<file path="config.mk">
export PLATFORM = sky130hd
export DESIGN_NAME = nbd_server_protocol_engine_top
export DESIGN_NICKNAME = d
export VERILOG_FILES = /design/src/rtl/nbdse_pkg.sv /design/src/rtl/nbdse_fifo.sv /design/src/rtl/nbdse_front.sv /design/src/rtl/nbdse_back.sv /design/src/rtl/nbd_server_protocol_engine_top.sv
export SDC_FILE = /design/constraint.sdc
export NUM_CORES = 2
export LEC_CHECK = 0
export BUFFER_PORTS_ARGS = -buffer_cell sky130_fd_sc_hd__buf_2
export CORE_MARGIN = 2
export CORE_UTILIZATION = 65
export CTS_CLUSTER_SIZE = 30
export DETAILED_ROUTE_END_ITERATION = 10
export GPL_TIMING_DRIVEN = 1
export PLACE_DENSITY = 0.81
export RECOVER_POWER = 50
export SETUP_SLACK_MARGIN = 0.02
export SLEW_MARGIN = 20
export SYNTH_ARGS = -nofsm -noshare
export SYNTH_HDL_FRONTEND = slang
export SYNTH_SLANG_ARGS = --single-unit
</file>
<file path="constraint.sdc">
create_clock -name clk_i -period 21.3 [get_ports clk_i]
set_clock_uncertainty 0.05 [all_clocks]
set_input_delay 2.13 -clock clk_i [delete_from_list [all_inputs] [get_ports clk_i]]
set_output_delay 2.13 -clock clk_i [all_outputs]
set_load 0.01 [all_outputs]
</file>
<file path="src/rtl/nbdse_pkg.sv">
// shared types, constants and job codes for the nbd server protocol engine
package nbdse_pkg;

  localparam logic [63:0] NbdMagic   = 64'h4e42444d41474943;
  localparam logic [63:0] OptMagic   = 64'h49484156454f5054;
  localparam logic [31:0] ReqMagic   = 32'h25609513;
  localparam logic [31:0] ReplyMagic = 32'h67446698;
  localparam logic [31:0] RepUnsup   = 32'h80000001;
  localparam logic [31:0] RepAck     = 32'h00000001;
  localparam logic [31:0] ErrNotsup  = 32'd95;
  localparam logic [15:0] GreetFlags = 16'h0003;
  localparam logic [15:0] ExpFlags   = 16'h0065;

  localparam int unsigned JobDepth = 4;
  localparam int unsigned OutDepth = 4;

  localparam logic [1:0] ActOpen  = 2'd0;
  localparam logic [1:0] ActByte  = 2'd1;
  localparam logic [1:0] ActClose = 2'd2;

  localparam logic [1:0] CfgExportSize = 2'd0;
  localparam logic [1:0] CfgClientId   = 2'd1;

  localparam logic [1:0] LinkNeg   = 2'd0;
  localparam logic [1:0] LinkXmit  = 2'd1;
  localparam logic [1:0] LinkClean = 2'd2;
  localparam logic [1:0] LinkFault = 2'd3;

  typedef enum logic [2:0] {
    JOB_NONE, JOB_GREET, JOB_EXPORT, JOB_OPTREP, JOB_SIMPLE
  } job_kind_e;

  typedef struct packed {
    logic [1:0] action;
    logic [7:0] rx_byte;
  } in_item_t;

  typedef struct packed {
    logic [63:0] tx_word;
    logic [3:0]  tx_count;
    logic        read_go;
    logic [63:0] read_offset;
    logic [31:0] read_length;
    logic [7:0]  read_client;
    logic [1:0]  link_state;
    logic        last;
  } out_item_t;

  typedef struct packed {
    job_kind_e   kind;
    logic [1:0]  link;
    logic [63:0] handle;
    logic [31:0] opt;
    logic [31:0] code;
    logic        omit;
    logic        rd_go;
    logic [63:0] rd_off;
    logic [31:0] rd_len;
  } job_t;

endpackage

</file>
<file path="src/rtl/nbdse_fifo.sv">
// small flop queue with push/full and pop/empty sides
module nbdse_fifo #(
  parameter int unsigned Width = 8,
  parameter int unsigned Depth = 4
) (
  input  logic             clk_i,
  input  logic             rst_ni,
  input  logic             push_i,
  input  logic [Width-1:0] data_i,
  output logic             full_o,
  input  logic             pop_i,
  output logic [Width-1:0] data_o,
  output logic             empty_o
);
  localparam int unsigned AW = (Depth > 1) ? $clog2(Depth) : 1;

  logic [Width-1:0] mem_q [Depth];
  logic [AW-1:0]    wp_q, rp_q;
  logic [AW:0]      cnt_q;
  logic             do_push, do_pop;

  assign full_o  = (cnt_q == (AW+1)'(Depth));
  assign empty_o = (cnt_q == '0);
  assign data_o  = mem_q[rp_q];
  assign do_push = push_i && !full_o;
  assign do_pop  = pop_i && !empty_o;

  always_ff @(posedge clk_i or negedge rst_ni) begin
    if (!rst_ni) begin
      wp_q  <= '0;
      rp_q  <= '0;
      cnt_q <= '0;
    end else begin
      if (do_push) begin
        wp_q <= (wp_q == AW'(Depth - 1)) ? '0 : wp_q + 1'b1;
      end
      if (do_pop) begin
        rp_q <= (rp_q == AW'(Depth - 1)) ? '0 : rp_q + 1'b1;
      end
      if (do_push && !do_pop) begin
        cnt_q <= cnt_q + 1'b1;
      end else if (do_pop && !do_push) begin
        cnt_q <= cnt_q - 1'b1;
      end
    end
  end

  always_ff @(posedge clk_i) begin
    if (do_push) begin
      mem_q[wp_q] <= data_i;
    end
  end
endmodule

</file>
<file path="src/rtl/nbdse_front.sv">
// byte parser: tracks the protocol phase and emits one reply job per item
module nbdse_front (
  input  logic                clk_i,
  input  logic                rst_ni,
  input  logic                take_i,
  input  nbdse_pkg::in_item_t item_i,
  output nbdse_pkg::job_t     job_o
);
  localparam logic [2:0] PhIdle    = 3'd0;
  localparam logic [2:0] PhFlags   = 3'd1;
  localparam logic [2:0] PhOptHdr  = 3'd2;
  localparam logic [2:0] PhOptData = 3'd3;
  localparam logic [2:0] PhReq     = 3'd4;
  localparam logic [2:0] PhWData   = 3'd5;
  localparam logic [2:0] PhDone    = 3'd6;
  localparam logic [2:0] PhFault   = 3'd7;

  logic [2:0]  phase_q, phase_d;
  logic [4:0]  idx_q, idx_d;
  logic [63:0] magic_q, magic_d;
  logic [31:0] opt_q, opt_d;
  logic [31:0] left_q, left_d;
  logic [15:0] rtype_q, rtype_d;
  logic [63:0] handle_q, handle_d;
  logic [63:0] off_q, off_d;
  logic [31:0] len_q, len_d;
  logic        omit_q, omit_d;
  logic [7:0]  b;
  logic        fin_opt;

  assign b = item_i.rx_byte;

  always_comb begin
    phase_d  = phase_q;
    idx_d    = idx_q;
    magic_d  = magic_q;
    opt_d    = opt_q;
    left_d   = left_q;
    rtype_d  = rtype_q;
    handle_d = handle_q;
    off_d    = off_q;
    len_d    = len_q;
    omit_d   = omit_q;
    fin_opt  = 1'b0;
    job_o    = '0;
    job_o.kind = nbdse_pkg::JOB_NONE;

    unique case (item_i.action)
      nbdse_pkg::ActOpen: begin
        idx_d    = '0;
        magic_d  = '0;
        opt_d    = '0;
        left_d   = '0;
        rtype_d  = '0;
        handle_d = '0;
        off_d    = '0;
        len_d    = '0;
        omit_d   = 1'b0;
        phase_d  = PhFlags;
        job_o.kind = nbdse_pkg::JOB_GREET;
      end
      nbdse_pkg::ActByte: begin
        unique case (phase_q)
          PhFlags: begin
            if (idx_q >= 5'd3) begin
              omit_d  = b[1];
              idx_d   = '0;
              phase_d = PhOptHdr;
            end else begin
              idx_d = idx_q + 1'b1;
            end
          end
          PhOptHdr: begin
            if (idx_q < 5'd8) begin
              magic_d = (idx_q == '0) ? {56'd0, b} : {magic_q[55:0], b};
            end else if (idx_q < 5'd12) begin
              opt_d = {opt_q[23:0], b};
            end else begin
              left_d = {left_q[23:0], b};
            end
            if (idx_q >= 5'd15) begin
              idx_d = '0;
              if (magic_d != nbdse_pkg::OptMagic) begin
                phase_d = PhFault;
              end else if (left_d != '0) begin
                phase_d = PhOptData;
              end else begin
                fin_opt = 1'b1;
              end
            end else begin
              idx_d = idx_q + 1'b1;
            end
          end
          PhOptData: begin
            left_d = left_q - 1'b1;
            if (left_d == '0) begin
              fin_opt = 1'b1;
            end
          end
          PhReq: begin
            if (idx_q < 5'd4) begin
              magic_d = (idx_q == '0) ? {56'd0, b} : {magic_q[55:0], b};
            end else if (idx_q < 5'd6) begin
              magic_d = magic_q;
            end else if (idx_q < 5'd8) begin
              rtype_d = {rtype_q[7:0], b};
            end else if (idx_q < 5'd16) begin
              handle_d = {handle_q[55:0], b};
            end else if (idx_q < 5'd24) begin
              off_d = {off_q[55:0], b};
            end else begin
              len_d = {len_q[23:0], b};
            end
            if (idx_q >= 5'd27) begin
              idx_d = '0;
              if (magic_d[31:0] != nbdse_pkg::ReqMagic) begin
                phase_d = PhFault;
              end else begin
                unique case (rtype_d)
                  16'd0: begin
                    job_o.kind  = nbdse_pkg::JOB_SIMPLE;
                    job_o.rd_go = (len_d != '0);
                  end
                  16'd1: begin
                    if (len_d == '0) begin
                      job_o.kind = nbdse_pkg::JOB_SIMPLE;
                    end else begin
                      left_d  = len_d;
                      phase_d = PhWData;
                    end
                  end
                  16'd2: phase_d = PhDone;
                  16'd3, 16'd4, 16'd6: job_o.kind = nbdse_pkg::JOB_SIMPLE;
                  default: begin
                    job_o.kind = nbdse_pkg::JOB_SIMPLE;
                    job_o.code = nbdse_pkg::ErrNotsup;
                  end
                endcase
              end
            end else begin
              idx_d = idx_q + 1'b1;
            end
          end
          PhWData: begin
            left_d = left_q - 1'b1;
            if (left_d == '0) begin
              job_o.kind = nbdse_pkg::JOB_SIMPLE;
              phase_d    = PhReq;
              idx_d      = '0;
            end
          end
          default: begin
            phase_d = phase_q;
          end
        endcase
      end
      nbdse_pkg::ActClose: begin
        if (phase_q >= PhFlags && phase_q <= PhWData) begin
          phase_d = PhDone;
        end
      end
      default: begin
        phase_d = phase_q;
      end
    endcase

    if (fin_opt) begin
      idx_d = '0;
      job_o.opt = opt_d;
      if (opt_d == 32'd1) begin
        job_o.kind = nbdse_pkg::JOB_EXPORT;
        phase_d    = PhReq;
      end else if (opt_d == 32'd2) begin
        job_o.kind = nbdse_pkg::JOB_OPTREP;
        job_o.code = nbdse_pkg::RepAck;
        phase_d    = PhDone;
      end else begin
        job_o.kind = nbdse_pkg::JOB_OPTREP;
        job_o.code = nbdse_pkg::RepUnsup;
        phase_d    = PhOptHdr;
      end
    end

    job_o.handle = handle_d;
    job_o.omit   = omit_d;
    job_o.rd_off = off_d;
    job_o.rd_len = len_d;

    unique case (phase_d)
      PhFlags, PhOptHdr, PhOptData: job_o.link = nbdse_pkg::LinkNeg;
      PhReq, PhWData:               job_o.link = nbdse_pkg::LinkXmit;
      PhFault:                      job_o.link = nbdse_pkg::LinkFault;
      default:                      job_o.link = nbdse_pkg::LinkClean;
    endcase
  end

  always_ff @(posedge clk_i or negedge rst_ni) begin
    if (!rst_ni) begin
      phase_q <= PhIdle;
      idx_q   <= '0;
      omit_q  <= 1'b0;
    end else if (take_i) begin
      phase_q <= phase_d;
      idx_q   <= idx_d;
      omit_q  <= omit_d;
    end
  end

  always_ff @(posedge clk_i) begin
    if (take_i) begin
      magic_q  <= magic_d;
      opt_q    <= opt_d;
      left_q   <= left_d;
      rtype_q  <= rtype_d;
      handle_q <= handle_d;
      off_q    <= off_d;
      len_q    <= len_d;
    end
  end
endmodule

</file>
<file path="src/rtl/nbdse_back.sv">
// reply builder: expands one job into its sequence of 8-byte result words
module nbdse_back (
  input  logic                 clk_i,
  input  logic                 rst_ni,
  input  logic                 job_valid_i,
  input  nbdse_pkg::job_t      job_i,
  output logic                 job_pop_o,
  input  logic [63:0]          export_size_i,
  input  logic [7:0]           client_id_i,
  output logic                 out_push_o,
  input  logic                 out_full_i,
  output nbdse_pkg::out_item_t out_o
);
  logic [4:0] k_q, k_d;
  logic [4:0] nwords;
  logic       is_last;
  logic       step;

  always_comb begin
    unique case (job_i.kind)
      nbdse_pkg::JOB_GREET:  nwords = 5'd3;
      nbdse_pkg::JOB_EXPORT: nwords = job_i.omit ? 5'd2 : 5'd17;
      nbdse_pkg::JOB_OPTREP: nwords = 5'd3;
      nbdse_pkg::JOB_SIMPLE: nwords = 5'd2;
      default:               nwords = 5'd1;
    endcase
  end

  assign is_last    = (k_q == nwords - 1'b1);
  assign step       = job_valid_i && !out_full_i;
  assign out_push_o = step;
  assign job_pop_o  = step && is_last;
  assign k_d        = is_last ? '0 : k_q + 1'b1;

  always_comb begin
    out_o            = '0;
    out_o.link_state = job_i.link;
    out_o.last       = is_last;
    unique case (job_i.kind)
      nbdse_pkg::JOB_GREET: begin
        priority if (k_q == 5'd0) begin
          out_o.tx_word = nbdse_pkg::NbdMagic;
          out_o.tx_count = 4'd8;
        end else if (k_q == 5'd1) begin
          out_o.tx_word = nbdse_pkg::OptMagic;
          out_o.tx_count = 4'd8;
        end else begin
          out_o.tx_word = {nbdse_pkg::GreetFlags, 48'd0};
          out_o.tx_count = 4'd2;
        end
      end
      nbdse_pkg::JOB_EXPORT: begin
        priority if (k_q == 5'd0) begin
          out_o.tx_word = export_size_i;
          out_o.tx_count = 4'd8;
        end else if (k_q == 5'd1) begin
          out_o.tx_word = {nbdse_pkg::ExpFlags, 48'd0};
          out_o.tx_count = job_i.omit ? 4'd2 : 4'd8;
        end else if (k_q == 5'd16) begin
          out_o.tx_count = 4'd6;
        end else begin
          out_o.tx_count = 4'd8;
        end
      end
      nbdse_pkg::JOB_OPTREP: begin
        priority if (k_q == 5'd0) begin
          out_o.tx_word = nbdse_pkg::OptMagic;
          out_o.tx_count = 4'd8;
        end else if (k_q == 5'd1) begin
          out_o.tx_word = {job_i.opt, job_i.code};
          out_o.tx_count = 4'd8;
        end else begin
          out_o.tx_count = 4'd4;
        end
      end
      nbdse_pkg::JOB_SIMPLE: begin
        if (k_q == 5'd0) begin
          out_o.tx_word = {nbdse_pkg::ReplyMagic, job_i.code};
        end else begin
          out_o.tx_word = job_i.handle;
          if (job_i.rd_go) begin
            out_o.read_go     = 1'b1;
            out_o.read_offset = job_i.rd_off;
            out_o.read_length = job_i.rd_len;
            out_o.read_client = client_id_i;
          end
        end
        out_o.tx_count = 4'd8;
      end
      default: begin
        out_o.tx_count = 4'd0;
      end
    endcase
  end

  always_ff @(posedge clk_i or negedge rst_ni) begin
    if (!rst_ni) begin
      k_q <= '0;
    end else if (step) begin
      k_q <= k_d;
    end
  end
endmodule

</file>
<file path="src/rtl/nbd_server_protocol_engine_top.sv">
// top level of the nbd server protocol engine
// Takes one event item per cycle (connection open, received byte, peer close)
// as long as the job queue between the parser and the reply builder has room.
// Every item yields at least one result word; the reply builder emits one
// 8-byte word per cycle while the output queue has room. The result words
// per item are 1 for a silent byte, 2 for a simple reply, 3 for the
// greeting or an option reply, and 17 for an export reply with padding.
// Bursts are absorbed by the job queue and the output queue.
module nbd_server_protocol_engine_top #(
  parameter int unsigned JobDepth = nbdse_pkg::JobDepth,
  parameter int unsigned OutDepth = nbdse_pkg::OutDepth
) (
  input  logic                 clk_i,
  input  logic                 rst_ni,
  input  logic                 push,
  output logic                 full,
  input  nbdse_pkg::in_item_t  in_item_i,
  output logic                 empty,
  input  logic                 pop,
  output nbdse_pkg::out_item_t out_item_o,
  input  logic                 cfg_we_i,
  input  logic [1:0]           cfg_idx_i,
  input  logic [63:0]          cfg_data_i
);
  logic [63:0]          export_size_q;
  logic [7:0]           client_id_q;
  logic                 take;
  nbdse_pkg::job_t      job_in, job_out;
  logic                 jq_empty, jq_pop;
  logic                 oq_push, oq_full;
  nbdse_pkg::out_item_t word;

  assign take = push && !full;

  always_ff @(posedge clk_i or negedge rst_ni) begin
    if (!rst_ni) begin
      export_size_q <= '0;
      client_id_q   <= '0;
    end else if (cfg_we_i) begin
      if (cfg_idx_i == nbdse_pkg::CfgExportSize) begin
        export_size_q <= cfg_data_i;
      end else if (cfg_idx_i == nbdse_pkg::CfgClientId) begin
        client_id_q <= cfg_data_i[7:0];
      end
    end
  end

  nbdse_front u_front (
    .clk_i  (clk_i),
    .rst_ni (rst_ni),
    .take_i (take),
    .item_i (in_item_i),
    .job_o  (job_in)
  );

  nbdse_fifo #(
    .Width ($bits(nbdse_pkg::job_t)),
    .Depth (JobDepth)
  ) u_job_q (
    .clk_i   (clk_i),
    .rst_ni  (rst_ni),
    .push_i  (push),
    .data_i  (job_in),
    .full_o  (full),
    .pop_i   (jq_pop),
    .data_o  (job_out),
    .empty_o (jq_empty)
  );

  nbdse_back u_back (
    .clk_i         (clk_i),
    .rst_ni        (rst_ni),
    .job_valid_i   (!jq_empty),
    .job_i         (job_out),
    .job_pop_o     (jq_pop),
    .export_size_i (export_size_q),
    .client_id_i   (client_id_q),
    .out_push_o    (oq_push),
    .out_full_i    (oq_full),
    .out_o         (word)
  );

  nbdse_fifo #(
    .Width ($bits(nbdse_pkg::out_item_t)),
    .Depth (OutDepth)
  ) u_out_q (
    .clk_i   (clk_i),
    .rst_ni  (rst_ni),
    .push_i  (oq_push),
    .data_i  (word),
    .full_o  (oq_full),
    .pop_i   (pop),
    .data_o  (out_item_o),
    .empty_o (empty)
  );
endmodule
</file>
==> impl_results.md <==
* CP top delay family: buffers and inverters
* Top cell by count, worst path: clkbuf_1
* Max Freq at just under 80 MHz
* CP Max Fanout at around 130
* Row count at between 100 and 150
* Vias in the first global route at 42760
* Initial Util at 0.6558
* Worst hold slack at around 0.44 ns
* Sw Share at 0.3207
* Worst-path cell chain: clkbuf_1 > nand2b_1 > clkinvlp_2 > and2_0 > clkbuf_1
* Area contributors post-synth: edfxtp_1 70%, mux4_2 11%, dfrtp_1 3.2%, a22o_1 2.5%, and2_1 1.2%
* ANT nets after route at 0
* Routed Wire Length at ~190 mm
* Port bufs at around 260
* Clock power share at 0.240
* Rel. slew slack at -5.354
* Largest net degree at the start of global routing at between 150 and 200
* Syn Nets at between 4000 and 5000
* Max-slew violation total from the final report at roughly 1900
* Synthesis-to-finish area growth at 11.01%
* Core Area at 0.1181 mm²
* Prevailing post-synth register cell: edfxtp_1
* Sequential share of power at 0.473
* Most common cell after layout, fill and taps aside: edfxtp_1
* Inserted Clock Buffers at about 180
* Clock Tree Buf Depth at 3
* DR vias/cell at roughly 7.0
* Register-to-Register Setup Slack at about 9 ns
* CTS tree: done
* Final setup viols at 0
* Post-synth cell types at just under 90
* Most frequent cells in the layout: 1812 x edfxtp_1, 371 x mux4_2, 252 x buf_2
* Worst-Skew Late Latency at 0.81 ns
* P_int at ~9100 µW
* CP startpoint kind: primary input
* Synthesized area at roughly 0.077 mm²
* Worst R2R Path Depth at 6
* Root Driver: clkbuf_16
* Fin. Hold Viols at 0
* Final net count at between 4000 and 5000
* Power Density at approximately 160 mW/mm²
* Ys async rst share at 0.05230
* Critical Path RT at roughly 21 ns
* Post_cts resized at 0
* Worst slew pin tran at about 9.5 ns
* DRT iter0 DRCs at 6133
* Leakage at 0.02929 µW
* Critical path class: in2reg
* Seq/Total Area, Yosys at 0.7350
* Mean Syn Cell Area at roughly 18 µm²
* Critical Path End Type: flip-flop
* Run status: complete, but fails checks
* First-pass GRT wire length at between 200 and 300 mm
* Sum of negative setup slack at 0 ns
* # clock sinks at ~1900
* Violated checks: max-capacitance violations, max-slew violations
* Yosys reg bits at between 1500 and 2000
* Post-synth top area cell: edfxtp_1
* Slowest cell on the critical path: clkbuf_1
* Detailed Routing Iterations Pass 1 at 10
* Hold_buf cts at 0
* Max Cap Viol at 32
* Post-DP HPWL at around 110 mm
* Final period utilization at 0.5921
* Drt wl/cell at approximately 31 µm
* Slowest stage delay, CP at between 6 and 7 ns
* Crit path depth at 5
* Postcts setup bufs at 0
* Die Area at approximately 0.12 mm²
* Arrival time at the worst endpoint at around 13 ns
* Tot GR Track Use at 0.3164
* RD Place Congestion at around 0.9
* Gr ovfl total at 0
* Worst r2r src: u_job_q.rp_q[0]$_DFFE_PN0P_
* Initial antenna violation count at 7
* Die Y at around 350 µm
* Total vias in the final route at between 40000 and 50000
* Switch Pwr at 4273 µW
* Yosys top cell area share at 0.7027
* RSZ-0062 raised after global routing: false
* WP buf/inv at 3
* Comb pwr share at 0.288
* Number of remaining DRC errors at 0
* Cell count after synthesis at around 4200
* CP startpoint: push
* Number of synthesized flops with an enable pin at 1812
* Clock H-tree levels at 4
* Clk slew on worst S/H paths at 0.06 ns
* Boundary Pins at about 260
* Synth Warn # at 0
* FF-to-FF End: u_out_q.mem_q[1][123]$_DFFE_PP_
* Die width at 349.2 µm
* Tot Pwr at roughly 13000 µW
* Critical Path End: u_job_q.mem_q[2][89]$_DFFE_PP_
* Fin crit period at approximately 13 ns
* Share of cells above drive strength 1 at 0.2290
* Worst vdd ir at 0.1340 mV
* Tightest Hold Check Type: reg2reg
-- synthesized netlist by cell type (all sizes together), types with 8 or more instances --
cell type  count
a222oi        28
o211ai        10
inv           47
nor2         158
or2           11
nor3b         14
o21ai        102
nand2b        23
buf           69
a22oi         63
o22ai         41
or4            9
nand4         29
nand3         28
nor3          38
mux2i         73
xnor2         13
nor4          41
mux4         371
and2         145
nand4b         8
nor2b         11
ha            21
dfrtp        100
or3           14
a21o          10
nand2        160
xor2          20
edfxtp      1812
mux2          79
a22o         219
nor4b          9
clkbuf       197
a21oi        117
a31oi         11
-- flip-flops by register name, summed over array words and instances (netlist names), 2 cells and up --
signal            cells
u_job_q.mem_q       808
u_out_q.mem_q       700
export_size_q        64
u_front.handle_q     64
u_front.magic_q      64
u_front.off_q        64
u_front.left_q       32
u_front.len_q        32
u_front.opt_q        32
u_front.rtype_q      16
client_id_q           8
u_back.k_q            5
u_front.idx_q         5
u_front.phase_q       3
u_job_q.cnt_q         3
u_out_q.cnt_q         3
u_job_q.rp_q          2
u_job_q.wp_q          2
u_out_q.rp_q          2
u_out_q.wp_q          2
-- cells by family after synthesis --
kind of cell             synth area share
flip-flops                         0.7350
AND/OR/NAND/NOR                   0.05077
AO/OA/AOI/OAI                     0.06169
multiplexers                       0.1289
buffers and inverters             0.01595
XOR/XNOR                         0.003733
adder cells (fa/ha/maj)          0.003910
other                          0.00004843
-- stage by stage --
step | cell area (µm²) | std cells | setup slack, ns | util
floorplan | 77430 | 4192 | 7.917 | -
global placement | 80320 | 5784 | 15.23 | 0.6802
detailed placement | 80320 | 5784 | 15.18 | 0.6802
CTS | 86150 | 6116 | 14.25 | 0.7295
global route | 85950 | 6117 | 7.664 | 0.7279
finish | 85960 | 6120 | 8.689 | 0.7279
-- per-layer routing --
metal	share of wire	global-route usage	wire, µm
met4	0.040	0.1115	7552
met5	0.00018	0	34
met1	0.37	0.4389	70400
met3	0.093	0.05791	17770
met2	0.50	0.5136	95430
-- worst register-to-register path: stages, from the launching register on --
cell and delay (ns):
dfrtp_1 1.69, clkbuf_1 6.15, clkbuf_1 2.41, mux4_2 0.60, and3_1 0.18, a31oi_1 0.05, o21ai_1 0.70
-- layout make-up --
class,count,area [µm²]
Tap cell,1536,1922
Clock buffer,248,4954
Multi-Input combinational cell,1967,19370
Clock inverter,84,874.6
Timing Repair Buffer,322,1715
Sequential cell,1912,56930
Inverter,47,180.2
Antenna cell,4,10.01
Fill cell,6509,32120
-- worst min-delay path by stage --
stage / start / end / slack (ns) / depth (start not counted)
after floorplan: u_job_q.cnt_q[2]$_DFFE_PN0P_ / u_job_q.cnt_q[2]$_DFFE_PN0P_ / 0.41 / 1
after global placement: client_id_q[0]$_DFFE_PN0P_ / client_id_q[0]$_DFFE_PN0P_ / 0.43 / 1
after detailed placement: u_job_q.cnt_q[2]$_DFFE_PN0P_ / u_job_q.cnt_q[2]$_DFFE_PN0P_ / 0.43 / 1
after CTS: u_job_q.cnt_q[2]$_DFFE_PN0P_ / u_job_q.cnt_q[2]$_DFFE_PN0P_ / 0.44 / 1
after global routing: u_job_q.cnt_q[2]$_DFFE_PN0P_ / u_job_q.cnt_q[2]$_DFFE_PN0P_ / 0.45 / 1
final: u_job_q.cnt_q[2]$_DFFE_PN0P_ / u_job_q.cnt_q[2]$_DFFE_PN0P_ / 0.44 / 1
-- power by group through the flow --
| stage | clock network, µW | registers, µW | logic (µW) |
|---|---|---|---|
| 2_1_floorplan | 0 | 6060 | 2550 |
| 3_3_place_gp | 0 | 6090 | 3720 |
| 3_5_place_dp | 0 | 6160 | 3770 |
| 4_1_cts | 3220 | 6160 | 3840 |
| 5_1_grt | 3360 | 6380 | 4070 |
| 6_report | 3190 | 6300 | 3830 |
(Power assumes the default switching activity.)
